==> src/rtl/sha256_pkg.sv <==
// ----------------------------------------------------------------------------
// SHA-256 package
// Shared types, round constants and helper functions for the digest block.
// ----------------------------------------------------------------------------
package sha256_pkg;

  typedef enum logic [2:0] {
    ST_IDLE,
    ST_INIT,
    ST_ROUND,
    ST_FOLD,
    ST_EMIT
  } state_e;

  typedef logic [31:0] word_t;

  localparam word_t InitHash [8] = '{
    32'h6a09e667, 32'hbb67ae85, 32'h3c6ef372, 32'ha54ff53a,
    32'h510e527f, 32'h9b05688c, 32'h1f83d9ab, 32'h5be0cd19
  };

  localparam logic [7:0] PadByte = 8'h80;
  localparam logic [5:0] LenLimit = 6'd56;

  function automatic word_t round_k(input logic [5:0] t);
    word_t k;
    case (t)
      6'd0: k = 32'h428a2f98; 6'd1: k = 32'h71374491; 6'd2: k = 32'hb5c0fbcf;
      6'd3: k = 32'he9b5dba5; 6'd4: k = 32'h3956c25b; 6'd5: k = 32'h59f111f1;
      6'd6: k = 32'h923f82a4; 6'd7: k = 32'hab1c5ed5; 6'd8: k = 32'hd807aa98;
      6'd9: k = 32'h12835b01; 6'd10: k = 32'h243185be; 6'd11: k = 32'h550c7dc3;
      6'd12: k = 32'h72be5d74; 6'd13: k = 32'h80deb1fe; 6'd14: k = 32'h9bdc06a7;
      6'd15: k = 32'hc19bf174; 6'd16: k = 32'he49b69c1; 6'd17: k = 32'hefbe4786;
      6'd18: k = 32'h0fc19dc6; 6'd19: k = 32'h240ca1cc; 6'd20: k = 32'h2de92c6f;
      6'd21: k = 32'h4a7484aa; 6'd22: k = 32'h5cb0a9dc; 6'd23: k = 32'h76f988da;
      6'd24: k = 32'h983e5152; 6'd25: k = 32'ha831c66d; 6'd26: k = 32'hb00327c8;
      6'd27: k = 32'hbf597fc7; 6'd28: k = 32'hc6e00bf3; 6'd29: k = 32'hd5a79147;
      6'd30: k = 32'h06ca6351; 6'd31: k = 32'h14292967; 6'd32: k = 32'h27b70a85;
      6'd33: k = 32'h2e1b2138; 6'd34: k = 32'h4d2c6dfc; 6'd35: k = 32'h53380d13;
      6'd36: k = 32'h650a7354; 6'd37: k = 32'h766a0abb; 6'd38: k = 32'h81c2c92e;
      6'd39: k = 32'h92722c85; 6'd40: k = 32'ha2bfe8a1; 6'd41: k = 32'ha81a664b;
      6'd42: k = 32'hc24b8b70; 6'd43: k = 32'hc76c51a3; 6'd44: k = 32'hd192e819;
      6'd45: k = 32'hd6990624; 6'd46: k = 32'hf40e3585; 6'd47: k = 32'h106aa070;
      6'd48: k = 32'h19a4c116; 6'd49: k = 32'h1e376c08; 6'd50: k = 32'h2748774c;
      6'd51: k = 32'h34b0bcb5; 6'd52: k = 32'h391c0cb3; 6'd53: k = 32'h4ed8aa4a;
      6'd54: k = 32'h5b9cca4f; 6'd55: k = 32'h682e6ff3; 6'd56: k = 32'h748f82ee;
      6'd57: k = 32'h78a5636f; 6'd58: k = 32'h84c87814; 6'd59: k = 32'h8cc70208;
      6'd60: k = 32'h90befffa; 6'd61: k = 32'ha4506ceb; 6'd62: k = 32'hbef9a3f7;
      default: k = 32'hc67178f2;
    endcase
    return k;
  endfunction

  function automatic word_t rotr(input word_t x, input int n);
    return (x >> n) | (x << (32 - n));
  endfunction

endpackage

==> src/rtl/sha256_if.sv <==
// ----------------------------------------------------------------------------
// SHA-256 channel interfaces
// Valid/ready channels for message bytes and digest words.
// ----------------------------------------------------------------------------
interface sha256_in_if;
  logic       valid;
  logic       ready;
  logic [7:0] msg_byte;
  logic       has_byte;
  logic       end_of_message;
  modport source (output valid, msg_byte, has_byte, end_of_message, input ready);
  modport sink (input valid, msg_byte, has_byte, end_of_message, output ready);
endinterface

interface sha256_out_if;
  logic        valid;
  logic        ready;
  logic [31:0] digest_word;
  logic [2:0]  word_index;
  logic        last_word;
  modport source (output valid, digest_word, word_index, last_word, input ready);
  modport sink (input valid, digest_word, word_index, last_word, output ready);
endinterface

==> src/rtl/sha256_message_digest.sv <==
// ----------------------------------------------------------------------------
// SHA-256 message digest
// Byte-serial SHA-256 with one shared round unit under a small sequencer.
// ----------------------------------------------------------------------------
// Usage: message bytes enter on in_if, one transaction per item. has_byte
// marks a real byte; end_of_message closes the message after that byte.
// After each accepted byte, busy_q holds ready low before the next byte
// can be taken. The 64th byte of a block starts
// a compression: a load step (ST_INIT), 64 rounds (one round of the shared
// round unit per cycle), a fold step (ST_FOLD). On end_of_message the padding is
// placed, one or two compressions run, and eight digest words follow on
// out_if, word 0 first, one per accepted transaction. A stalled receiver
// simply holds the block in its output phase; nothing is lost.
// The input is not ready while a compression or output is in progress.
// After the digest the chaining words, byte count and bit length return to
// their initial values. Reset (rst_ni low) restores that state at once.
// ----------------------------------------------------------------------------
module sha256_message_digest (
  input  logic clk_i,
  input  logic rst_ni,
  sha256_in_if.sink    in_if,
  sha256_out_if.source out_if
);

  sha256_pkg::state_e state_q, state_d;

  sha256_pkg::word_t h_q [8];
  sha256_pkg::word_t w_q [16];
  sha256_pkg::word_t v_q [8];
  logic [5:0]  cnt_q;
  logic [63:0] len_q;
  logic [5:0]  rnd_q;
  logic        fin_q;   // message closed, digest pending
  logic        two_q;   // an extra pad/length block still has to run
  logic        busy_q;  // one-cycle gap after each byte
  logic [2:0]  oidx_q;

  logic        acc;
  logic [5:0]  pos;
  logic [1:0]  bsel;
  logic [7:0]  bval;
  logic        put;
  logic        go;
  logic [5:0]  cnt_n;

  // round datapath
  sha256_pkg::word_t wt, s0, s1, t1, t2, ep0, ep1, ch, maj;

  assign acc = in_if.valid && in_if.ready;
  assign in_if.ready = (state_q == sha256_pkg::ST_IDLE) && !busy_q;

  always_comb begin
    s1 = sha256_pkg::rotr(w_q[14], 17) ^ sha256_pkg::rotr(w_q[14], 19) ^ (w_q[14] >> 10);
    s0 = sha256_pkg::rotr(w_q[1], 7) ^ sha256_pkg::rotr(w_q[1], 18) ^ (w_q[1] >> 3);
    wt = (rnd_q < 6'd16) ? w_q[0] : (s1 + w_q[9] + s0 + w_q[0]);
    ep1 = sha256_pkg::rotr(v_q[4], 6) ^ sha256_pkg::rotr(v_q[4], 11)
        ^ sha256_pkg::rotr(v_q[4], 25);
    ep0 = sha256_pkg::rotr(v_q[0], 2) ^ sha256_pkg::rotr(v_q[0], 13)
        ^ sha256_pkg::rotr(v_q[0], 22);
    ch  = (v_q[4] & v_q[5]) ^ (~v_q[4] & v_q[6]);
    maj = (v_q[0] & v_q[1]) ^ (v_q[0] & v_q[2]) ^ (v_q[1] & v_q[2]);
    t1 = v_q[7] + ep1 + ch + sha256_pkg::round_k(rnd_q) + wt;
    t2 = ep0 + maj;
  end

  // byte placement for the input transaction: byte position, next count, compression start
  always_comb begin
    put   = 1'b0;
    pos   = cnt_q;
    bval  = in_if.msg_byte;
    cnt_n = cnt_q;
    go    = 1'b0;
    if (acc && in_if.has_byte) begin
      put   = 1'b1;
      cnt_n = cnt_q + 6'd1;
    end
    if (acc && in_if.end_of_message) begin
      go = 1'b1;
    end else if (acc && in_if.has_byte && cnt_q == 6'd63) begin
      go = 1'b1;
    end
    bsel = pos[1:0];
  end

  // sequencer
  always_comb begin
    state_d = state_q;
    case (state_q)
      sha256_pkg::ST_IDLE:  if (go || fin_q) state_d = sha256_pkg::ST_INIT;
      sha256_pkg::ST_INIT:  state_d = sha256_pkg::ST_ROUND;
      sha256_pkg::ST_ROUND: if (rnd_q == 6'd63) state_d = sha256_pkg::ST_FOLD;
      sha256_pkg::ST_FOLD:  begin
        if (two_q) state_d = sha256_pkg::ST_INIT;
        else if (fin_q) state_d = sha256_pkg::ST_EMIT;
        else state_d = sha256_pkg::ST_IDLE;
      end
      sha256_pkg::ST_EMIT:  if (out_if.ready && oidx_q == 3'd7) state_d = sha256_pkg::ST_IDLE;
      default: state_d = sha256_pkg::ST_IDLE;
    endcase
  end

  always_ff @(posedge clk_i or negedge rst_ni) begin
    if (!rst_ni) begin
      state_q <= sha256_pkg::ST_IDLE;
    end else begin
      state_q <= state_d;
    end
  end

  // control and datapath registers
  always_ff @(posedge clk_i or negedge rst_ni) begin
    if (!rst_ni) begin
      for (int i = 0; i < 8; i++) h_q[i] <= sha256_pkg::InitHash[i];
      for (int i = 0; i < 16; i++) w_q[i] <= '0;
      cnt_q  <= '0;
      len_q  <= '0;
      rnd_q  <= '0;
      fin_q  <= 1'b0;
      two_q  <= 1'b0;
      busy_q <= 1'b0;
      oidx_q <= '0;
    end else begin
      busy_q <= acc;
      case (state_q)
        sha256_pkg::ST_IDLE: begin
          if (acc) begin
            // message byte
            if (put) begin
              w_q[pos[5:2]][8*(3-bsel) +: 8] <= bval;
              cnt_q <= cnt_n;
              len_q <= len_q + 64'd8;
            end
            if (in_if.end_of_message) begin
              fin_q <= 1'b1;
              // pad byte at the next position, length words where they fit
              if (put && cnt_q == 6'd63) begin
                two_q <= 1'b1;  // full block now, pad block after
              end else begin
                w_q[cnt_n[5:2]][8*(3-cnt_n[1:0]) +: 8] <= sha256_pkg::PadByte;
                if (cnt_n + 6'd1 > sha256_pkg::LenLimit || cnt_n == 6'd63) begin
                  two_q <= 1'b1;
                end else begin
                  w_q[14] <= 32'((len_q + (put ? 64'd8 : 64'd0)) >> 32);
                  w_q[15] <= 32'((len_q + (put ? 64'd8 : 64'd0)));
                end
              end
            end
          end
        end
        sha256_pkg::ST_INIT: begin
          rnd_q <= '0;
        end
        sha256_pkg::ST_ROUND: begin
          for (int i = 0; i < 15; i++) w_q[i] <= w_q[i+1];
          w_q[15] <= wt;
          rnd_q <= rnd_q + 6'd1;
        end
        sha256_pkg::ST_FOLD: begin
          for (int i = 0; i < 8; i++) h_q[i] <= h_q[i] + v_q[i];
          // clear the window; an extra block gets the pad byte (if it did
          // not land yet) and the length words
          for (int i = 1; i < 14; i++) w_q[i] <= '0;
          w_q[0]  <= (two_q && cnt_q == 6'd0) ? {sha256_pkg::PadByte, 24'h000000} : '0;
          w_q[14] <= two_q ? len_q[63:32] : '0;
          w_q[15] <= two_q ? len_q[31:0] : '0;
          if (two_q) begin
            two_q <= 1'b0;
          end
          cnt_q <= '0;
        end
        sha256_pkg::ST_EMIT: begin
          if (out_if.ready) begin
            oidx_q <= oidx_q + 3'd1;
            if (oidx_q == 3'd7) begin
              for (int i = 0; i < 8; i++) h_q[i] <= sha256_pkg::InitHash[i];
              len_q <= '0;
              fin_q <= 1'b0;
              cnt_q <= '0;
            end
          end
        end
        default: ;
      endcase
    end
  end

  // working variables
  always_ff @(posedge clk_i) begin
    if (state_q == sha256_pkg::ST_INIT) begin
      for (int i = 0; i < 8; i++) v_q[i] <= h_q[i];
    end else if (state_q == sha256_pkg::ST_ROUND) begin
      v_q[7] <= v_q[6]; v_q[6] <= v_q[5]; v_q[5] <= v_q[4];
      v_q[4] <= v_q[3] + t1;
      v_q[3] <= v_q[2]; v_q[2] <= v_q[1]; v_q[1] <= v_q[0];
      v_q[0] <= t1 + t2;
    end
  end

  assign out_if.valid       = (state_q == sha256_pkg::ST_EMIT);
  assign out_if.digest_word = h_q[oidx_q];
  assign out_if.word_index  = oidx_q;
  assign out_if.last_word   = (oidx_q == 3'd7);

endmodule
==> src/flat_wrapper.sv <==
// flat-port wrapper written by rule: the top's interface ports become plain ports
module sha256_message_digest_flat 
  (clk_i, rst_ni, in_if_valid, in_if_msg_byte, in_if_has_byte, in_if_end_of_message, in_if_ready, out_if_valid, out_if_digest_word, out_if_word_index, out_if_last_word, out_if_ready);
  sha256_in_if in_if_i ();
  sha256_out_if out_if_i ();
  input  logic clk_i;
  input  logic rst_ni;
  input wire logic [$bits(in_if_i.valid)-1:0] in_if_valid;
  input wire logic [$bits(in_if_i.msg_byte)-1:0] in_if_msg_byte;
  input wire logic [$bits(in_if_i.has_byte)-1:0] in_if_has_byte;
  input wire logic [$bits(in_if_i.end_of_message)-1:0] in_if_end_of_message;
  output wire logic [$bits(in_if_i.ready)-1:0] in_if_ready;
  output wire logic [$bits(out_if_i.valid)-1:0] out_if_valid;
  output wire logic [$bits(out_if_i.digest_word)-1:0] out_if_digest_word;
  output wire logic [$bits(out_if_i.word_index)-1:0] out_if_word_index;
  output wire logic [$bits(out_if_i.last_word)-1:0] out_if_last_word;
  input wire logic [$bits(out_if_i.ready)-1:0] out_if_ready;
  assign in_if_i.valid = in_if_valid;
  assign in_if_i.msg_byte = in_if_msg_byte;
  assign in_if_i.has_byte = in_if_has_byte;
  assign in_if_i.end_of_message = in_if_end_of_message;
  assign in_if_ready = in_if_i.ready;
  assign out_if_valid = out_if_i.valid;
  assign out_if_digest_word = out_if_i.digest_word;
  assign out_if_word_index = out_if_i.word_index;
  assign out_if_last_word = out_if_i.last_word;
  assign out_if_i.ready = out_if_ready;
  sha256_message_digest u_core (.clk_i(clk_i), .rst_ni(rst_ni), .in_if(in_if_i), .out_if(out_if_i));
endmodule
==> config.mk <==
export PLATFORM = sky130hd
export DESIGN_NAME = sha256_message_digest_flat
export DESIGN_NICKNAME = d
export VERILOG_FILES = /design/src/rtl/sha256_pkg.sv /design/src/rtl/sha256_if.sv /design/src/rtl/sha256_message_digest.sv /design/src/flat_wrapper.sv
export SDC_FILE = /design/constraint.sdc
export NUM_CORES = 2
export LEC_CHECK = 0
export ABC_CLOCK_PERIOD_IN_PS = 11100
export BUFFER_PORTS_ARGS = -buffer_cell sky130_fd_sc_hd__buf_2
export CAP_MARGIN = 20
export CORE_UTILIZATION = 65
export DETAILED_ROUTE_END_ITERATION = 16
export PLACE_DENSITY_LB_ADDON = 0.08
export SLEW_MARGIN = 30
export SYNTH_ARGS = -nofsm -noshare
export SYNTH_HDL_FRONTEND = slang
export SYNTH_SLANG_ARGS = --single-unit
==> constraint.sdc <==
create_clock -name clk_i -period 11.1 [get_ports clk_i]
set_input_delay 2.22 -clock clk_i [delete_from_list [all_inputs] [get_ports clk_i]]
set_output_delay 2.22 -clock clk_i [all_outputs]
set_load 0.01 [all_outputs]
==> out/metrics.json <==
{
  "floorplanning": {
    "core-area_sq_um": 122400,
    "dieArea_sq_um": 125400,
    "row_count": 128,
    "design.portCount": 52,
    "initial_utilization_pct": 65.84,
    "die-width_um": 354.1,
    "die-height_um": 354.1
  },
  "timing": {
    "hold_violations": 0,
    "final-max-slew-violation-count": 0,
    "period_minus_slack_ps": 10620,
    "final-setup-viol-count": 0,
    "final.setup.tns_ps": 0,
    "max_slew_margin_pct": 24.40,
    "timing.fmax_mhz": 94.18,
    "unrepaired_setup_endpoints_after_global_routing": "no",
    "worst_case_setup_margin_in_the_final_layout_ps": 482.0,
    "finClkSkew_ps": 73.36,
    "part_of_the_cycle_the_worst_path_needs_pct": 95.66,
    "tightestPinTransition_ps": 1131
  },
  "power": {
    "power_leakage_nw": 35.66,
    "post-layout-total-power_w": 0.008661,
    "ir_drop_uv": 164.8,
    "power.density_nw_per_um2": 100.9
  },
  "placement": {
    "dpl_worst_slack_ps": 513.1,
    "place_congestion": 1.070,
    "port-buffer-count": 51,
    "detailedPlacementHpwl_um": 225400,
    "placed_cells_incl_taps": 10170
  },
  "routing": {
    "met1Wirelength_um": 107700,
    "wl_met3_um": 34570,
    "drt_drc_violations_left": 0,
    "total_length_of_routed_met2_wires_um": 134900,
    "viasPerCell": 7.110,
    "top_signal_layer_used": "met4",
    "route.detailed.wl_per_inst_um": 29.82,
    "initialDrtViolationCount": 11360,
    "drt.antenna.violating_nets": 0,
    "drt-pass1-iter-count": 13,
    "drt-total-wl_um": 310300,
    "detailroute.via_count": 73990
  },
  "critical_path": {
    "timing.critical_path.required_ps": 11620,
    "cell_occurring_most_often_along_the_worst_timing_path": "sky130_fd_sc_hd__fa_1",
    "setup.worst_path.end_class": "flop",
    "critical_path.slowest_cell": "sky130_fd_sc_hd__a2111oi_0",
    "worst_ep_arrival_time_ps": 11140,
    "critical_path.max_stage_delay_ps": 820,
    "worstPathMaxFanout": 6,
    "crit_type": "reg -> reg",
    "worstSetupStartpointType": "flop"
  },
  "clock_tree": {
    "clock-sinks": 1106,
    "cts_setup_buffers": 0,
    "tritoncts.num_buffers": 119,
    "tritoncts": "yes",
    "clk_latency_ps": 820,
    "ctsLongestPathBuffers": 3,
    "root_buffer": "sky130_fd_sc_hd__clkbuf_16",
    "cts-htree-levels": 3,
    "worst_setup_hold_path_clk_slew_ps": 70
  },
  "global_route": {
    "number_of_antenna_violations_at_the_first_check_in_global_routing": 13,
    "grt_usage_pct": 48.75,
    "grt_pass1_wl_um": 458100,
    "first_global_vias": 70580,
    "grt_start_max_net_pins": 135,
    "grt_overflow": 0
  },
  "cells_and_area": {
    "final_core_utilization_pct": 70.16,
    "drive_gt1_share_pct": 7.933,
    "layout.filler_cells": 9213,
    "design.final.nets": 9289,
    "instances_no_fill": 10410,
    "layout-area-overhead-vs-synth_pct": 6.559
  },
  "logic_synthesis": {
    "post-synth-top-count-cell": "sky130_fd_sc_hd__nand2_1",
    "post_synth_most_frequent_cells": "sky130_fd_sc_hd__nand2_1 (1,102), sky130_fd_sc_hd__nor2_1 (1,044), sky130_fd_sc_hd__dfrtp_1 (714)",
    "yosysUniqueCellTypes": 101,
    "synth_largest_type_area_fraction_pct": 22.18,
    "syn-instance-count": 9018,
    "total_nets_after_synthesis": 9640,
    "synth_seq_area_share_pct": 36.16,
    "dominantRegCellSynth": "sky130_fd_sc_hd__dfrtp_1",
    "async_reset_ff_share_pct": 76.85,
    "synth.top_cells.by_area": "sky130_fd_sc_hd__dfrtp_1 (22%), sky130_fd_sc_hd__edfxtp_1 (9.5%), sky130_fd_sc_hd__ha_1 (6.4%)",
    "netlist.top_cell.by_area": "sky130_fd_sc_hd__dfrtp_1",
    "ys.warnings.count": 0,
    "synth_edf_count": 256,
    "post_synth_instance_area_sq_um": 80560,
    "postSynthRegisterBits": 1106,
    "syn-mean-instance-area_sq_um": 8.933
  },
  "hold_path": {
    "hold_class": "reg -> reg"
  },
  "status": {
    "outcome": "completed"
  },
  "flow_run": {
    "max_cap_viol_count": 0
  }
}
==> report_power, final <==
| group | total (W) | switching (W) | internal, W |
|---|---|---|---|
| registers | 0.00415 | 0 | 0.00415 |
| logic | 0.000109 | 0.0000993 | 0.0000101 |
| clock network | 0.00441 | 0.00191 | 0.00250 |
| total | 0.00866 | 0.00201 | 0.00666 |
==> area by class of cell <==
| cell class | count | area (sq um) | share of cell area (%) |
|---|---|---|---|
| sequential | 1106 | 29150 | 33.95 |
| timing repair buffer | 163 | 1174 | 1.367 |
| clock buffer | 155 | 3303 | 3.848 |
| antenna | 9 | 22.52 | 0.02624 |
| multi-input combinational | 6878 | 47660 | 55.52 |
| tap | 1625 | 2033 | 2.368 |
| inverter | 399 | 1505 | 1.753 |
| clock inverter | 72 | 1003 | 1.169 |
==> cells in the final DEF (no fill, tap or decap), types with 45 or more instances in the layout <==
master	n
sky130_fd_sc_hd__nand2_1	1096
sky130_fd_sc_hd__nor2_1	1038
sky130_fd_sc_hd__dfrtp_1	708
sky130_fd_sc_hd__o21ai_0	591
sky130_fd_sc_hd__a21oi_1	523
sky130_fd_sc_hd__ha_1	413
sky130_fd_sc_hd__a221o_1	398
sky130_fd_sc_hd__xnor2_1	397
sky130_fd_sc_hd__inv_1	395
sky130_fd_sc_hd__xor2_1	279
sky130_fd_sc_hd__edfxtp_1	256
sky130_fd_sc_hd__fa_1	195
sky130_fd_sc_hd__a21o_1	186
sky130_fd_sc_hd__nor3_1	176
sky130_fd_sc_hd__nand3_1	164
sky130_fd_sc_hd__dfstp_2	136
sky130_fd_sc_hd__clkbuf_16	119
sky130_fd_sc_hd__buf_4	101
sky130_fd_sc_hd__or3_1	93
sky130_fd_sc_hd__o21ai_1	92
sky130_fd_sc_hd__nand2b_1	80
sky130_fd_sc_hd__mux2i_1	75
sky130_fd_sc_hd__mux4_2	73
sky130_fd_sc_hd__o221ai_1	73
sky130_fd_sc_hd__o21a_1	66
sky130_fd_sc_hd__a22oi_1	62
sky130_fd_sc_hd__a31oi_1	52
sky130_fd_sc_hd__and3_1	50
sky130_fd_sc_hd__buf_2	50
sky130_fd_sc_hd__nor2b_1	46
sky130_fd_sc_hd__o21bai_1	45
==> path summary, 6_finish.rpt <==
check                           cells after the start                     endpoint                   startpoint  slack, ps
worst max-delay path                               41  u_core.v_q[0][31]$_DFFE_PP_   u_core.w_q[51]$_DFFE_PN0P_        480
worst min-delay path                                1  u_core.w_q[136]$_DFFE_PN0P_  u_core.w_q[104]$_DFFE_PN0P_        500
worst max register to register                     41  u_core.v_q[0][31]$_DFFE_PP_   u_core.w_q[51]$_DFFE_PN0P_        480
worst min register to register                      1  u_core.w_q[136]$_DFFE_PN0P_  u_core.w_q[104]$_DFFE_PN0P_        500
max in group asynchronous                           3  u_core.h_q[212]$_DFFE_PN0P_                       rst_ni       7170
min in group asynchronous                           1  u_core.w_q[306]$_DFFE_PN0P_                       rst_ni       1470
==> cell families after synthesis <==
logic type	Yosys count	share of synthesized area, %
fa+ha+maj	626	11.48
flops	1106	36.16
simple gates	2930	15.70
xor+xnor	678	7.404
mux	186	3.504
compound gates	2458	20.91
buf+inv	1034	4.841
==> stage by stage <==
step / cell area, sq um / hold slack (ps)
after floorplan: 80560 / 456.1
after global placement: 81450 / 477.2
after detailed placement: 81470 / 493.6
after CTS: 85780 / 496.5
after global routing: 85830 / 520.1
final: 85840 / 497.0
==> sequential cells by signal (all words and copies together), names as in the netlist <==
| signal | flops |
|---|---|
| u_core.v_q | 256 |
| u_core.busy_q | 1 |
| u_core.len_q | 61 |
| u_core.h_q | 256 |
| u_core.w_q | 512 |
| u_core.cnt_q | 6 |
| u_core.rnd_q | 6 |
| u_core.out_if.word_index | 3 |
| u_core.fin_q | 1 |
| u_core.two_q | 1 |
| u_core.state_q | 3 |
==> routing by layer <==
layer | track usage, % | up-vias
met2 | 73.61 | 5413
met1 | 59.15 | 35620
met3 | 11.36 | 1435
met4 | 41.50 | 0
li1 | - | 31530
met5 | 0 | -
==> critical path: cells and delay by family, from the launching register on <==
| family | cells | cell delay [ps] |
|---|---|---|
| compound gates | 12 | 3020 |
| xor+xnor | 6 | 1370 |
| buf+inv | 6 | 480 |
| fa+ha+maj | 9 | 3510 |
| flops | 1 | 500 |
| simple gates | 8 | 1470 |
==> what timing repair did <==
| action | CTS | global route |
|---|---|---|
| gates resized for setup | 0 | 1 |
| endpoints found under the setup margin | 0 | 3 |
| hold buffers | 0 | 0 |
No activity file was read; power rests on OpenSTA's default activity.
